### config.mk
export PLATFORM = sky130hd
export DESIGN_NAME = servo_slew_pwm_controller_unit_flat
export DESIGN_NICKNAME = d
export VERILOG_FILES = /design/src/sv/ssp_pkg.sv /design/src/sv/ssp_stream_if.sv /design/src/sv/ssp_update.sv /design/src/sv/ssp_scale.sv /design/src/sv/ssp_pulse.sv /design/src/sv/servo_slew_pwm_controller_unit.sv /design/src/flat_wrapper.sv
export SDC_FILE = /design/constraint.sdc
export NUM_CORES = 1
export LEC_CHECK = 0
export BUFFER_PORTS_ARGS = -buffer_cell sky130_fd_sc_hd__buf_2
export CORE_MARGIN = 8
export CORE_UTILIZATION = 60
export DETAILED_ROUTE_END_ITERATION = 10
export GPL_TIMING_DRIVEN = 0
export HOLD_SLACK_MARGIN = 0.03
export PLACE_DENSITY_LB_ADDON = 0.08
export SKIP_LAST_GASP = 1
export SYNTH_ARGS = -nofsm -noshare
export SYNTH_HDL_FRONTEND = slang
export SYNTH_SLANG_ARGS = --single-unit
### constraint.sdc
create_clock -name clk -period 18.74 [get_ports clk]
set_clock_uncertainty 0.15 [all_clocks]
set_input_delay 1.874 -clock clk [delete_from_list [all_inputs] [get_ports clk]]
set_output_delay 1.874 -clock clk [all_outputs]
set_load 0.005 [all_outputs]
### src/sv/ssp_pkg.sv
package ssp_pkg;

  // Channel count and the index width that follows from it.
  localparam int CHANNELS = 5;
  localparam int CH_W     = (CHANNELS > 1) ? $clog2(CHANNELS) : 1;

  // Fixed field widths.
  localparam int MASK_W   = 5;
  localparam int CHF_W    = 3;
  localparam int TGT_W    = 12;
  localparam int STEP_W   = 12;
  localparam int PHASE_W  = 4;
  localparam int POS_W    = 18;
  localparam int ERR_W    = 19;
  localparam int PWM_W    = 12;
  localparam int QMAG_W   = 11;
  localparam int PMAG_W   = 17;

  // Configuration register indexes.
  localparam int CFG_IDX_W = 1;
  localparam logic [CFG_IDX_W-1:0] CFG_SPAN   = 1'd0;
  localparam logic [CFG_IDX_W-1:0] CFG_CENTER = 1'd1;

  localparam logic [PWM_W-1:0] SPAN_RESET   = 12'd800;
  localparam logic [PWM_W-1:0] CENTER_RESET = 12'd2040;

  // Target saturation limits.
  localparam logic signed [TGT_W-1:0] TGT_MIN = -12'sd1024;
  localparam logic signed [TGT_W-1:0] TGT_MAX = 12'sd1024;

  // Positions are kept in hundredths of a position unit.
  localparam logic signed [ERR_W-1:0] SCALE = 19'sd100;

  // Division by 100 as a multiply by a reciprocal; exact for 17-bit magnitudes.
  localparam int RECIP_W     = 24;
  localparam int RECIP_SHIFT = 30;
  localparam int DPROD_W     = PMAG_W + RECIP_W;
  localparam logic [RECIP_W-1:0] RECIP100 = 24'd10737419;

  // Span scaling: (q * span / 2) / 512 is one truncating division by 1024.
  localparam int SPROD_W    = QMAG_W + PWM_W;
  localparam int SPAN_SHIFT = 10;
  localparam int PM_W       = SPROD_W - SPAN_SHIFT;
  localparam int W_W        = 15;

  localparam logic signed [W_W-1:0] WIDTH_MIN = 15'sd200;
  localparam logic signed [W_W-1:0] WIDTH_MAX = 15'sd3250;

  // Item kinds.
  localparam logic KIND_TICK = 1'b0;
  localparam logic KIND_SET  = 1'b1;

  typedef struct packed {
    logic                     kind;
    logic [CHF_W-1:0]         channel;
    logic signed [TGT_W-1:0]  target;
    logic [STEP_W-1:0]        speed;
    logic                     enable;
    logic [PHASE_W-1:0]       phase;
    logic [MASK_W-1:0]        pulse_levels;
  } in_item_t;

  typedef struct packed {
    logic [MASK_W-1:0]        enabled_mask;
    logic [MASK_W-1:0]        zeroed_mask;
    logic                     pwm_valid;
    logic [CHF_W-1:0]         pwm_channel;
    logic [PWM_W-1:0]         pwm_width;
  } out_item_t;

  typedef struct packed {
    logic [MASK_W-1:0]        enabled_mask;
    logic [MASK_W-1:0]        zeroed_mask;
    logic                     pwm_valid;
    logic [CHF_W-1:0]         pwm_channel;
    logic signed [POS_W-1:0]  position;
  } upd_t;

  typedef struct packed {
    logic [MASK_W-1:0]        enabled_mask;
    logic [MASK_W-1:0]        zeroed_mask;
    logic                     pwm_valid;
    logic [CHF_W-1:0]         pwm_channel;
    logic                     neg;
    logic [QMAG_W-1:0]        qmag;
  } quo_t;

endpackage

### src/sv/ssp_stream_if.sv
interface ssp_in_if;
  import ssp_pkg::*;

  logic     valid;
  logic     ready;
  in_item_t item;

  modport source (output valid, output item, input ready);
  modport sink (input valid, input item, output ready);
endinterface

interface ssp_out_if;
  import ssp_pkg::*;

  logic      valid;
  logic      ready;
  out_item_t item;

  modport source (output valid, output item, input ready);
  modport sink (input valid, input item, output ready);
endinterface

### src/sv/ssp_update.sv
module ssp_update (
  input  logic              clk,
  input  logic              rst_n,
  input  logic              load,
  input  ssp_pkg::in_item_t item,
  output ssp_pkg::upd_t     upd_r
);
  import ssp_pkg::*;

  logic [CHANNELS-1:0]            enabled_r, enabled_nxt;
  logic [CHANNELS-1:0]            req_r;
  logic signed [TGT_W-1:0]        target_r [CHANNELS];
  logic [STEP_W-1:0]              step_r   [CHANNELS];
  logic signed [POS_W-1:0]        pos_r    [CHANNELS];

  logic [CHANNELS-1:0]            levels;
  logic [CHANNELS-1:0]            zeroed;
  logic [CH_W-1:0]                ch_idx;
  logic [CH_W-1:0]                ph_idx;
  logic                           ch_ok;
  logic                           ph_sel;
  logic signed [TGT_W-1:0]        tgt_sat;
  logic signed [ERR_W-1:0]        err;
  logic signed [ERR_W-1:0]        mag;
  logic signed [ERR_W-1:0]        lim;
  logic signed [ERR_W-1:0]        dw;
  logic signed [POS_W-1:0]        pos_new;
  logic                           move;
  upd_t                           upd_nxt;

  always_comb begin
    ch_idx = CH_W'(item.channel);
    ph_idx = CH_W'(item.phase);
    ch_ok  = int'(item.channel) < CHANNELS;
    levels = CHANNELS'(item.pulse_levels);

    if (item.target < TGT_MIN) begin
      tgt_sat = TGT_MIN;
    end else if (item.target > TGT_MAX) begin
      tgt_sat = TGT_MAX;
    end else begin
      tgt_sat = item.target;
    end

    // Enable settling: switching on is immediate, switching off waits for a low pulse.
    enabled_nxt = enabled_r;
    zeroed      = '0;
    for (int i = 0; i < CHANNELS; i++) begin
      if (enabled_r[i] != req_r[i]) begin
        if (req_r[i]) begin
          enabled_nxt[i] = 1'b1;
        end else if (!levels[i]) begin
          enabled_nxt[i] = 1'b0;
          zeroed[i]      = 1'b1;
        end
      end
    end

    ph_sel = (int'(item.phase) < CHANNELS) && enabled_nxt[ph_idx];

    err = ERR_W'(target_r[ph_idx]) * SCALE - ERR_W'(pos_r[ph_idx]);
    mag = (err < 0) ? -err : err;
    lim = signed'(ERR_W'(step_r[ph_idx]));
    if ((lim != '0) && (mag > lim)) begin
      dw = (err > 0) ? lim : -lim;
    end else begin
      dw = err;
    end
    pos_new = POS_W'(ERR_W'(pos_r[ph_idx]) + dw);
    move    = ph_sel && (dw != '0);

    if (item.kind == KIND_SET) begin
      upd_nxt.enabled_mask = MASK_W'(enabled_r);
      upd_nxt.zeroed_mask  = '0;
      upd_nxt.pwm_valid    = 1'b0;
      upd_nxt.pwm_channel  = '0;
    end else begin
      upd_nxt.enabled_mask = MASK_W'(enabled_nxt);
      upd_nxt.zeroed_mask  = MASK_W'(zeroed);
      upd_nxt.pwm_valid    = move;
      upd_nxt.pwm_channel  = move ? CHF_W'(item.phase) : '0;
    end
    upd_nxt.position = pos_new;
  end

  always_ff @(posedge clk) begin
    if (!rst_n) begin
      enabled_r <= '0;
      req_r     <= '0;
      for (int i = 0; i < CHANNELS; i++) begin
        target_r[i] <= '0;
        step_r[i]   <= '0;
        pos_r[i]    <= '0;
      end
    end else if (load) begin
      if (item.kind == KIND_SET) begin
        if (ch_ok) begin
          target_r[ch_idx] <= tgt_sat;
          step_r[ch_idx]   <= item.speed;
          req_r[ch_idx]    <= item.enable;
        end
      end else begin
        enabled_r <= enabled_nxt;
        if (move) begin
          pos_r[ph_idx] <= pos_new;
        end
      end
    end
  end

  always_ff @(posedge clk) begin
    if (load) begin
      upd_r <= upd_nxt;
    end
  end

endmodule

### src/sv/ssp_scale.sv
module ssp_scale (
  input  logic          clk,
  input  logic          load,
  input  ssp_pkg::upd_t upd,
  output ssp_pkg::quo_t quo_r
);
  import ssp_pkg::*;

  logic              neg;
  logic [PMAG_W-1:0] pmag;
  logic [DPROD_W-1:0] prod;
  quo_t              quo_nxt;

  // Truncating division by 100 on the magnitude, sign reapplied later.
  always_comb begin
    neg  = upd.position < 0;
    pmag = PMAG_W'(neg ? -upd.position : upd.position);
    prod = DPROD_W'(pmag) * DPROD_W'(RECIP100);

    quo_nxt.enabled_mask = upd.enabled_mask;
    quo_nxt.zeroed_mask  = upd.zeroed_mask;
    quo_nxt.pwm_valid    = upd.pwm_valid;
    quo_nxt.pwm_channel  = upd.pwm_channel;
    quo_nxt.neg          = neg;
    quo_nxt.qmag         = QMAG_W'(prod >> RECIP_SHIFT);
  end

  always_ff @(posedge clk) begin
    if (load) begin
      quo_r <= quo_nxt;
    end
  end

endmodule

### src/sv/ssp_pulse.sv
module ssp_pulse (
  input  logic                          clk,
  input  logic                          load,
  input  ssp_pkg::quo_t                 quo,
  input  logic [ssp_pkg::PWM_W-1:0]     span,
  input  logic [ssp_pkg::PWM_W-1:0]     center,
  output ssp_pkg::out_item_t            out_r
);
  import ssp_pkg::*;

  logic [SPROD_W-1:0]     prod;
  logic [PM_W-1:0]        pm;
  logic signed [W_W-1:0]  w;
  logic signed [W_W-1:0]  w_clamp;
  out_item_t              out_nxt;

  always_comb begin
    prod = SPROD_W'(quo.qmag) * SPROD_W'(span);
    pm   = PM_W'(prod >> SPAN_SHIFT);
    if (quo.neg) begin
      w = signed'(W_W'(center)) - signed'(W_W'(pm));
    end else begin
      w = signed'(W_W'(center)) + signed'(W_W'(pm));
    end

    if (w < WIDTH_MIN) begin
      w_clamp = WIDTH_MIN;
    end else if (w > WIDTH_MAX) begin
      w_clamp = WIDTH_MAX;
    end else begin
      w_clamp = w;
    end

    out_nxt.enabled_mask = quo.enabled_mask;
    out_nxt.zeroed_mask  = quo.zeroed_mask;
    out_nxt.pwm_valid    = quo.pwm_valid;
    out_nxt.pwm_channel  = quo.pwm_channel;
    out_nxt.pwm_width    = quo.pwm_valid ? PWM_W'(w_clamp) : '0;
  end

  always_ff @(posedge clk) begin
    if (load) begin
      out_r <= out_nxt;
    end
  end

endmodule

### src/sv/servo_slew_pwm_controller_unit.sv
// Channel   Direction  Handshake         Payload
// in_ch     sink       valid / ready     kind, channel, target, speed, enable, phase,
//                                        pulse_levels
// out_ch    source     valid / ready     enabled_mask, zeroed_mask, pwm_valid,
//                                        pwm_channel, pwm_width
// cfg_*     sink       cfg_we only       cfg_index, cfg_wdata (pulse span, pulse center)
//
// Each transaction passes four registers: input, state update, divide by 100 and
// the pulse width result. One transaction is taken per cycle unless out_ch stalls;
// every stage moves on when the next one is empty or moving, so a stalled result
// does not block items in empty earlier stages.
// Reset (rst_n low at a clock edge) clears all channel state, the stage valid flags
// and loads the span and center registers with their default values.
module servo_slew_pwm_controller_unit (
  input  logic                            clk,
  input  logic                            rst_n,
  ssp_in_if.sink                          in_ch,
  ssp_out_if.source                       out_ch,
  input  logic                            cfg_we,
  input  logic [ssp_pkg::CFG_IDX_W-1:0]   cfg_index,
  input  logic [ssp_pkg::PWM_W-1:0]       cfg_wdata
);
  import ssp_pkg::*;

  // Configuration registers.
  logic [PWM_W-1:0] span_r;
  logic [PWM_W-1:0] center_r;

  // Pipeline valid flags and the input register.
  logic     in_v_r;
  logic     upd_v_r;
  logic     quo_v_r;
  logic     out_v_r;
  in_item_t in_r;

  // Per-stage ready: a stage can take new data when it is empty or draining.
  logic rdy_out;
  logic rdy_quo;
  logic rdy_upd;
  logic rdy_in;

  upd_t      upd_r;
  quo_t      quo_r;
  out_item_t out_r;

  assign rdy_out = !out_v_r || out_ch.ready;
  assign rdy_quo = !quo_v_r || rdy_out;
  assign rdy_upd = !upd_v_r || rdy_quo;
  assign rdy_in  = !in_v_r  || rdy_upd;

  assign in_ch.ready  = rdy_in;
  assign out_ch.valid = out_v_r;
  assign out_ch.item  = out_r;

  always_ff @(posedge clk) begin
    if (!rst_n) begin
      span_r   <= SPAN_RESET;
      center_r <= CENTER_RESET;
    end else if (cfg_we) begin
      case (cfg_index)
        CFG_SPAN:   span_r   <= cfg_wdata;
        CFG_CENTER: center_r <= cfg_wdata;
        default: ;
      endcase
    end
  end

  always_ff @(posedge clk) begin
    if (!rst_n) begin
      in_v_r  <= 1'b0;
      upd_v_r <= 1'b0;
      quo_v_r <= 1'b0;
      out_v_r <= 1'b0;
    end else begin
      if (rdy_in) begin
        in_v_r <= in_ch.valid;
      end
      if (rdy_upd) begin
        upd_v_r <= in_v_r;
      end
      if (rdy_quo) begin
        quo_v_r <= upd_v_r;
      end
      if (rdy_out) begin
        out_v_r <= quo_v_r;
      end
    end
  end

  always_ff @(posedge clk) begin
    if (in_ch.valid && rdy_in) begin
      in_r <= in_ch.item;
    end
  end

  // Channel state lives here; it is read and written only when an item enters this
  // stage, so back-to-back items always see the state left by the one before.
  ssp_update u_update (
    .clk   (clk),
    .rst_n (rst_n),
    .load  (in_v_r && rdy_upd),
    .item  (in_r),
    .upd_r (upd_r)
  );

  ssp_scale u_scale (
    .clk   (clk),
    .load  (upd_v_r && rdy_quo),
    .upd   (upd_r),
    .quo_r (quo_r)
  );

  // The user must change span and center only while idle; it is not enforced.
  ssp_pulse u_pulse (
    .clk    (clk),
    .load   (quo_v_r && rdy_out),
    .quo    (quo_r),
    .span   (span_r),
    .center (center_r),
    .out_r  (out_r)
  );

endmodule

### src/flat_wrapper.sv
// flat-port wrapper written by rule: the top's interface ports become plain ports
module servo_slew_pwm_controller_unit_flat import ssp_pkg::*;
  (clk, rst_n, cfg_we, cfg_index, cfg_wdata, in_ch_valid, in_ch_item, in_ch_ready, out_ch_valid, out_ch_item, out_ch_ready);
  ssp_in_if in_ch_i ();
  ssp_out_if out_ch_i ();
  input  logic clk;
  input  logic rst_n;
  input  logic cfg_we;
  input  logic [ssp_pkg::CFG_IDX_W-1:0] cfg_index;
  input  logic [ssp_pkg::PWM_W-1:0] cfg_wdata;
  input wire logic [$bits(in_ch_i.valid)-1:0] in_ch_valid;
  input wire logic [$bits(in_ch_i.item)-1:0] in_ch_item;
  output wire logic [$bits(in_ch_i.ready)-1:0] in_ch_ready;
  output wire logic [$bits(out_ch_i.valid)-1:0] out_ch_valid;
  output wire logic [$bits(out_ch_i.item)-1:0] out_ch_item;
  input wire logic [$bits(out_ch_i.ready)-1:0] out_ch_ready;
  assign in_ch_i.valid = in_ch_valid;
  assign in_ch_i.item = in_ch_item;
  assign in_ch_ready = in_ch_i.ready;
  assign out_ch_valid = out_ch_i.valid;
  assign out_ch_item = out_ch_i.item;
  assign out_ch_i.ready = out_ch_ready;
  servo_slew_pwm_controller_unit u_core (.clk(clk), .rst_n(rst_n), .in_ch(in_ch_i), .out_ch(out_ch_i), .cfg_we(cfg_we), .cfg_index(cfg_index), .cfg_wdata(cfg_wdata));
endmodule
==> summary.md, run 1 <==
| Metric | Value |
|---|---|
| Total length of routed wires | 81.8 mm |
| Clock-pin slew reported for the worst setup and hold paths after clock tree synthesis | 60 ps |
| Data arrival time of the critical path | 16,780 ps |
| Signed area change from the synthesized netlist to the final layout | 11.0% |
| Highest metal used | met4 |
| Number of buffers inserted for hold repair after clock tree synthesis | 0 |
| GP Congestion | 0.915 |
| Antenna Nets Post-Route | 0 |
| Critical path class | reg -> reg |
| Core area | 0.0586 mm2 |
| Met3 wire length | 4.21 mm |
| Horizontal die dimension | 258 um |
| TritonCTS clock tree | yes |
| Standard-cell rows | 89 |
| Worst Setup End Kind | register |
| Number of clock buffers inserted by TritonCTS | 52 |
| I/O Pins | 84 |
| Sequential-to-total area share from yosys stat | 41.4% |
| Top cell type's share of synthesized area | 39.1% |
| Wire length of the first global-routing pass | 130 mm |
| Nature of the critical path startpoint | register |
| Slowest stage cell, crit path | sky130_fd_sc_hd__buf_1 |
| RSZ-0062 raised after global routing | false |
| Number of register bits inferred by synthesis | 499 |
| Final sum of negative setup slack | 0 ps |
| Type of the most critical hold path | reg -> reg |
| Resize count post-CTS | 0 |
| Die outline area | 0.0667 mm2 |
| Routed length per instance | 20.1 um |
| Peak clock frequency supported by timing | 60.1 MHz |
| Cell repeated most along the worst path | sky130_fd_sc_hd__a21oi_1 |
| Flip-flop cell with the highest count after synthesis | sky130_fd_sc_hd__edfxtp_1 |
| Max-slew headroom | 16.9% |
| Final period util | 88.8% |
| Root cell of the clock tree | sky130_fd_sc_hd__clkbuf_16 |
| TritonRoute pass-1 iters | 5 |
| Number of buffers added for setup after CTS | 0 |
| Worst-margin pin slew | 1250 ps |
| CP Buf/Inv Count | 8 |
| Area leader, netlist | sky130_fd_sc_hd__edfxtp_1 |
| Number of vias after detailed routing | 23,000 |
| Die boundary height | 258 um |
| Post-synthesis instance area | 0.0352 mm2 |
| Number of pins exceeding their max-slew limit in the final report | 0 |
| Top Family by Delay on Critical Path | compound AO/OA/AOI/OAI gates |
| Data required time at the worst endpoint | 18,880 ps |
| Overall Global Routing Usage | 24.7% |
| Routed metal-1 wire length | 33.8 mm |
| Crit path time final | 16,640 ps |
| Source-to-sink clock delay at the later pin of the worst-skew pair | 640 ps |
| Post-synthesis area per instance | 11.9 um2 |
| Worst Path Max Fanout | 10 |
| Outcome | finished clean |
| Detail Route met2 WL | 41.1 mm |
| Maximum number of pins on one net before global-route repair | 39 |
| Count of warnings emitted by yosys | 0 |
| Dpl hpwl | 64.9 mm |
| Starting DRT DRC Count | 1,647 |
| Vias in the first global route | 24,100 |
| Final Hold Viols | 0 |
| Buffer depth of the longest clock path | 3 |
| Share of post-route cells with drive strength above 1 | 10.1% |
| Clock sink count | 499 |
| Setup violators final | 0 |
| Number of flops mapped to enable cells by yosys | 458 |
| Net count of the finished layout | 3,876 |
| Number of distinct standard cells referenced by the synthesized netlist | 85 |
| Depth of the CTS H-tree | 2 |
| DRC errors left | 0 |
| Total overflow reported by the global router | 0 |
| Maxcap violations | 0 |
| Post-synth ARST share | 0% |
| Initial antenna violation count | 4 |
| Slowest stage delay, CP | 960 ps |
| Port Buf Inserts | 83 |
| Main area contributors after synthesis | sky130_fd_sc_hd__edfxtp_1, sky130_fd_sc_hd__fa_1, sky130_fd_sc_hd__ha_1 |
| Post-DR vias/cell | 5.65 |
| Syn Inst Count | 2,971 |
| Initial core utilization | 60.1% |
## layout make-up
cell class / count / area (um2)
Fill cell: 4481 / 19500
Antenna cell: 2 / 5.00
Clock inverter: 38 / 440
Timing Repair Buffer: 96 / 604
Multi-Input combinational cell: 2091 / 19200
Clock buffer: 58 / 1320
Inverter: 410 / 1540
Sequential cell: 499 / 14600
Buffer: 96 / 400
Tap cell: 773 / 967
## registers in the layout, summed over array words and instances, names as in the netlist, named ones only
name,cells
u_core.u_update.step_r,96
u_core.in_r,38
u_core.span_r,12
u_core.u_update.enabled_r,5
u_core.upd_v_r,1
u_core.out_ch.valid,1
u_core.center_r,12
u_core.u_scale.quo_r,26
u_core.u_update.req_r,5
u_core.quo_v_r,1
u_core.u_pulse.out_r,26
u_core.u_update.upd_r,32
u_core.in_v_r,1
u_core.u_update.target_r,96
u_core.u_update.pos_r,144
## cell usage after synthesis, types with 5 or more instances
master,instances
sky130_fd_sc_hd__buf_2,8
sky130_fd_sc_hd__or2_2,7
sky130_fd_sc_hd__fa_1,233
sky130_fd_sc_hd__a211o_1,7
sky130_fd_sc_hd__a21o_1,41
sky130_fd_sc_hd__o21ai_0,56
sky130_fd_sc_hd__o21a_1,15
sky130_fd_sc_hd__edfxtp_1,458
sky130_fd_sc_hd__a21oi_1,99
sky130_fd_sc_hd__clkbuf_1,74
sky130_fd_sc_hd__nor3b_1,13
sky130_fd_sc_hd__nor4_1,7
sky130_fd_sc_hd__mux4_2,87
sky130_fd_sc_hd__o31ai_1,11
sky130_fd_sc_hd__buf_1,9
sky130_fd_sc_hd__nand4_1,17
sky130_fd_sc_hd__and2_1,113
sky130_fd_sc_hd__o41ai_1,5
sky130_fd_sc_hd__o31a_1,6
sky130_fd_sc_hd__mux2i_1,42
sky130_fd_sc_hd__inv_1,410
sky130_fd_sc_hd__mux2_2,20
sky130_fd_sc_hd__nand2_1,223
sky130_fd_sc_hd__ha_1,341
sky130_fd_sc_hd__nand3_1,36
sky130_fd_sc_hd__nor2b_1,18
sky130_fd_sc_hd__or4_1,5
sky130_fd_sc_hd__o21bai_1,29
sky130_fd_sc_hd__or3_1,5
sky130_fd_sc_hd__xnor2_1,84
sky130_fd_sc_hd__nand2b_1,12
sky130_fd_sc_hd__nor2_1,235
sky130_fd_sc_hd__a21boi_0,19
sky130_fd_sc_hd__xor2_1,29
sky130_fd_sc_hd__dfxtp_1,41
sky130_fd_sc_hd__and3_1,24
sky130_fd_sc_hd__nor3_1,28
sky130_fd_sc_hd__a211oi_1,7
sky130_fd_sc_hd__a31oi_1,8
sky130_fd_sc_hd__o22ai_1,11
## metal layers
metal / vias to the layer above / GRT usage (%)
li1: 10800 / -
met1: 11400 / 31.5
met2: 631 / 43.8
met3: 130 / 2.83
met4: 0 / 8.23
met5: - / 0
## per-stage QoR
step | instances | instance area (um2) | utilization, % | hold WS (ps) | worst slack (ps)
6_report | 4063 | 39100 | 66.7 | 267 | 2100
3_3_place_gp | 3952 | 37100 | 63.3 | 255 | 2110
5_1_grt | 4061 | 39100 | 66.7 | 275 | 653
4_1_cts | 4061 | 39100 | 66.7 | 265 | 1860
2_1_floorplan | 3096 | 35700 | - | 250 | 5290
3_5_place_dp | 3965 | 37300 | 63.7 | 257 | 1950
## final timing paths
path / slack [ps] / depth (start not counted) / end / startpoint
min reg2reg: 270 / 0 / u_core.u_pulse.out_r[14] / u_core.u_scale.quo_r[14]
max: 2100 / 54 / u_core.u_update.pos_r[6][17] / register
min: 270 / 0 / u_core.u_pulse.out_r[14] / u_core.u_scale.quo_r[14]
max reg2reg: 2100 / 54 / u_core.u_update.pos_r[6][17] / register
## placed cells by master, fill, tap and decap left out, drive strengths merged, types with 29 or more instances in the layout
cell type  Yosys  layout
a21o          41      41
a21oi         99      99
and2         114     114
buf           22     118
clkbuf        74     132
conb           1     126
dfxtp         41      41
edfxtp       458     458
fa           233     233
ha           341     341
inv          410     412
mux2i         43      43
mux4          87      87
nand2        223     223
nand3         37      37
nor2         235     235
o21ai         57      57
o21bai        29      29
xnor2         84      84
xor2          30      30
## cells by family after synthesis
| kind of cell | count (synthesis) | share of synthesized area [%] |
|---|---|---|
| flops | 499 | 41.4 |
| simple gates | 762 | 10.5 |
| other cells | 1 | 0.0106 |
| fa+ha+maj | 574 | 25.4 |
| xor+xnor | 114 | 2.86 |
| compound gates | 365 | 6.95 |
| buf+inv | 506 | 5.51 |
| mux | 150 | 7.44 |
Power of run 1 is not shown: default switching activity piles up to over one toggle a cycle in this logic, so the estimate is an artifact.
==> run 2, diff against run 1 <==
Settings changed: CTS_BUF_LIST from default to sky130_fd_sc_hd__clkbuf_4 sky130_fd_sc_hd__clkbuf_8.
==> summary.md, run 2 (synthesized netlist as in run 1, its figures left out) <==
| Metric | Value |
|---|---|
| Number of pins exceeding their max-slew limit in the final report | 0 (unchanged) |
| Signed area change from the synthesized netlist to the final layout | 11.0% (about the same) |
| Path length in cells of the critical path | 54 (unchanged) |
| Resize count post-CTS | 0 (unchanged) |
| GP Congestion | 0.915 (unchanged) |
| Buffer depth of the longest clock path | 3 (unchanged) |
| Data arrival time of the critical path | 16,950 ps (+170 ps) |
| Final sum of negative setup slack | 0 ps (unchanged) |
| Total length of routed wires | 82.2 mm (+0.56%) |
| Starting DRT DRC Count | 1,467 (-11%) |
| Max-slew headroom | 18.1% (+1.3 points) |
| GRT met2 Usage | 44.0% (+0.20 points) |
| Capture endpoint of the worst hold path | u_core.u_scale.quo_r[20] |
| Standard-cell rows | 89 (unchanged) |
| Post-DR vias/cell | 5.61 (-0.61%) |
| Die boundary height | 258 um (unchanged) |
| Worst-margin pin slew | 1230 ps (-18.9 ps) |
| Top Usage Layer GRT | met2 |
| Critical path class | reg -> reg |
| Outcome | finished clean |
| Number of clock buffers inserted by TritonCTS | 83 (+60%) |
| Depth of the worst register-to-register path | 54 (unchanged) |
| Maximum number of pins on one net before global-route repair | 39 (unchanged) |
| Clock-pin slew reported for the worst setup and hold paths after clock tree synthesis | 60 ps (about the same) |
| Slowest stage cell, crit path | sky130_fd_sc_hd__buf_1 |
| Top Registers | u_core.u_update.pos_r x144, u_core.u_update.step_r x96, u_core.u_update.target_r x96 |
| Nature of the critical path startpoint | register |
| Maxcap violations | 0 (unchanged) |
| Type of the most critical hold path | reg -> reg |
| Register containing the most flip-flops in the final layout | u_core.u_update.pos_r |
| Final Hold Viols | 0 (unchanged) |
| Dpl hpwl | 64.9 mm (unchanged) |
| Routed length per instance | 20.0 um (-0.80%) |
| CP Buf/Inv Count | 8 (unchanged) |
| Depth of the CTS H-tree | 3 (+1) |
| Core area | 0.0586 mm2 (unchanged) |
| Placement-stage worst setup slack | 1950 ps (unchanged) |
| Root cell of the clock tree | sky130_fd_sc_hd__clkbuf_8 |
| Initial antenna violation count | 5 (+1) |
| Vias in the first global route | 24,400 (+1.2%) |
| Number of buffers added for setup after CTS | 0 (unchanged) |
| Net count of the finished layout | 3,907 (+0.80%) |
| Final std cells w/o fill | 4,119 (+1.4%) |
| TritonRoute pass-1 iters | 7 (+2) |
| Most frequent cells in the layout | sky130_fd_sc_hd__edfxtp_1, sky130_fd_sc_hd__inv_1, sky130_fd_sc_hd__ha_1, sky130_fd_sc_hd__nor2_1, sky130_fd_sc_hd__fa_1 |
| Final period util | 89.3% (+0.55 points) |
| Data required time at the worst endpoint | 18,950 ps (+70 ps) |
| Cell repeated most along the worst path | sky130_fd_sc_hd__a21oi_1 |
| Crit path time final | 16,740 ps (+102 ps) |
| Max reg flops | 144 (unchanged) |
| Met1 capacity usage during global routing | 31.4% (-0.16 points) |
| Horizontal die dimension | 258 um (unchanged) |
| Die outline area | 0.0667 mm2 (unchanged) |
| TritonCTS clock tree | yes |
| Overall Global Routing Usage | 24.9% (+0.20 points) |
| Total overflow reported by the global router | 0 (unchanged) |
| Antenna Nets Post-Route | 0 (unchanged) |
| Worst Path Max Fanout | 10 (unchanged) |
| Most common cell after layout, fill and taps aside | sky130_fd_sc_hd__edfxtp_1 |
| Setup violators final | 0 (unchanged) |
| Clock sink count | 499 (unchanged) |
| Number of vias after detailed routing | 23,100 (+0.76%) |
| Placed cells | 3,965 (unchanged) |
| Worst hold path startpoint | u_core.u_update.upd_r[26] |
| Wire length of the first global-routing pass | 131 mm (+0.42%) |
| Port Buf Inserts | 83 (unchanged) |
| Worst Setup End Kind | register |
| Initial core utilization | 60.1% (unchanged) |
| Top Family by Delay on Critical Path | compound AO/OA/AOI/OAI gates |
| Register-to-register path setup slack | 2000 ps (-100 ps) |
| DRC errors left | 0 (unchanged) |
| Met3 track demand over resource in global routing | 3.73% (+0.90 points) |
| Worst hold path cell count | 0 (unchanged) |
| Slowest stage delay, CP | 940 ps (-20 ps) |
| Source-to-sink clock delay at the later pin of the worst-skew pair | 700 ps (+60 ps) |
| Share of post-route cells with drive strength above 1 | 11.6% (+1.6 points) |
| RSZ-0062 raised after global routing | false |
| Number of buffers inserted for hold repair after clock tree synthesis | 0 (unchanged) |
| I/O Pins | 84 (unchanged) |
| Worst setup slack after layout | 2000 ps (-102 ps) |
| Peak clock frequency supported by timing | 59.7 MHz (-0.61%) |
| RR Endpoint | u_core.u_update.pos_r[6][17] |
-- run 2: cell types whose count changed in the layout (fill, tap and decap cells not counted), moves of 2 or more --
cell and change:
sky130_fd_sc_hd__clkinv_16 -3, sky130_fd_sc_hd__inv_12 +2, sky130_fd_sc_hd__diode_2 +2, sky130_fd_sc_hd__inv_16 +3
sky130_fd_sc_hd__clkbuf_8 +84, sky130_fd_sc_hd__clkinvlp_4 -7, sky130_fd_sc_hd__clkinv_1 +2, sky130_fd_sc_hd__clkbuf_1 -6
sky130_fd_sc_hd__clkbuf_4 +34, sky130_fd_sc_hd__clkbuf_16 -52
-- run 2: how the worst max path moves through the flow --
| stage | start | slack [ps] | to |
|---|---|---|---|
| floorplan | register | 5290 | u_core.u_update.pos_r[5][16] |
| global placement | register | 2110 | u_core.u_update.upd_r[17] |
| detailed placement | register | 1950 | u_core.u_update.upd_r[17] |
| CTS | register | 1870 | u_core.u_update.pos_r[6][17] |
| global route | register | 690 | u_core.u_update.pos_r[6][17] |
| finish | register | 2000 | u_core.u_update.pos_r[6][17] |
-- run 2: routing by layer --
| metal | up-vias | wire length (um) |
|---|---|---|
| met2 | 633 | 41700 |
| met4 | 0 | 2550 |
| met5 | - | 0 |
| met3 | 146 | 4390 |
| li1 | 10800 | - |
| met1 | 11500 | 33600 |
-- run 2: layout make-up --
cell class | instances | area [um2]
Tap cell | 773 | 967
Sequential cell | 499 | 14600
Clock buffer | 118 | 1410
Fill cell | 4515 | 19500
Antenna cell | 4 | 10.0
Timing Repair Buffer | 96 | 604
Inverter | 410 | 1540
Buffer | 96 | 400
Multi-Input combinational cell | 2091 | 19200
Clock inverter | 32 | 362
-- run 2: worst register-to-register path, delay by kind of cell (launching register included) --
| family | cells | cell delay (ps) |
|---|---|---|
| compound gates | 27 | 5130 |
| buf+inv | 8 | 3930 |
| fa+ha+maj | 8 | 2750 |
| mux | 3 | 1420 |
| xor+xnor | 5 | 2060 |
| simple gates | 3 | 670 |
| flops | 1 | 300 |
-- run 2: metrics by stage --
stage	area (um2)	hold WS, ps	util, %
6_report	39100	265	66.8
5_1_grt	39100	275	66.7
3_5_place_dp	37300	257	63.7
4_1_cts	39100	269	66.7
3_3_place_gp	37100	255	63.3
2_1_floorplan	35700	250	-
Power of run 2 is left out for the same reason.
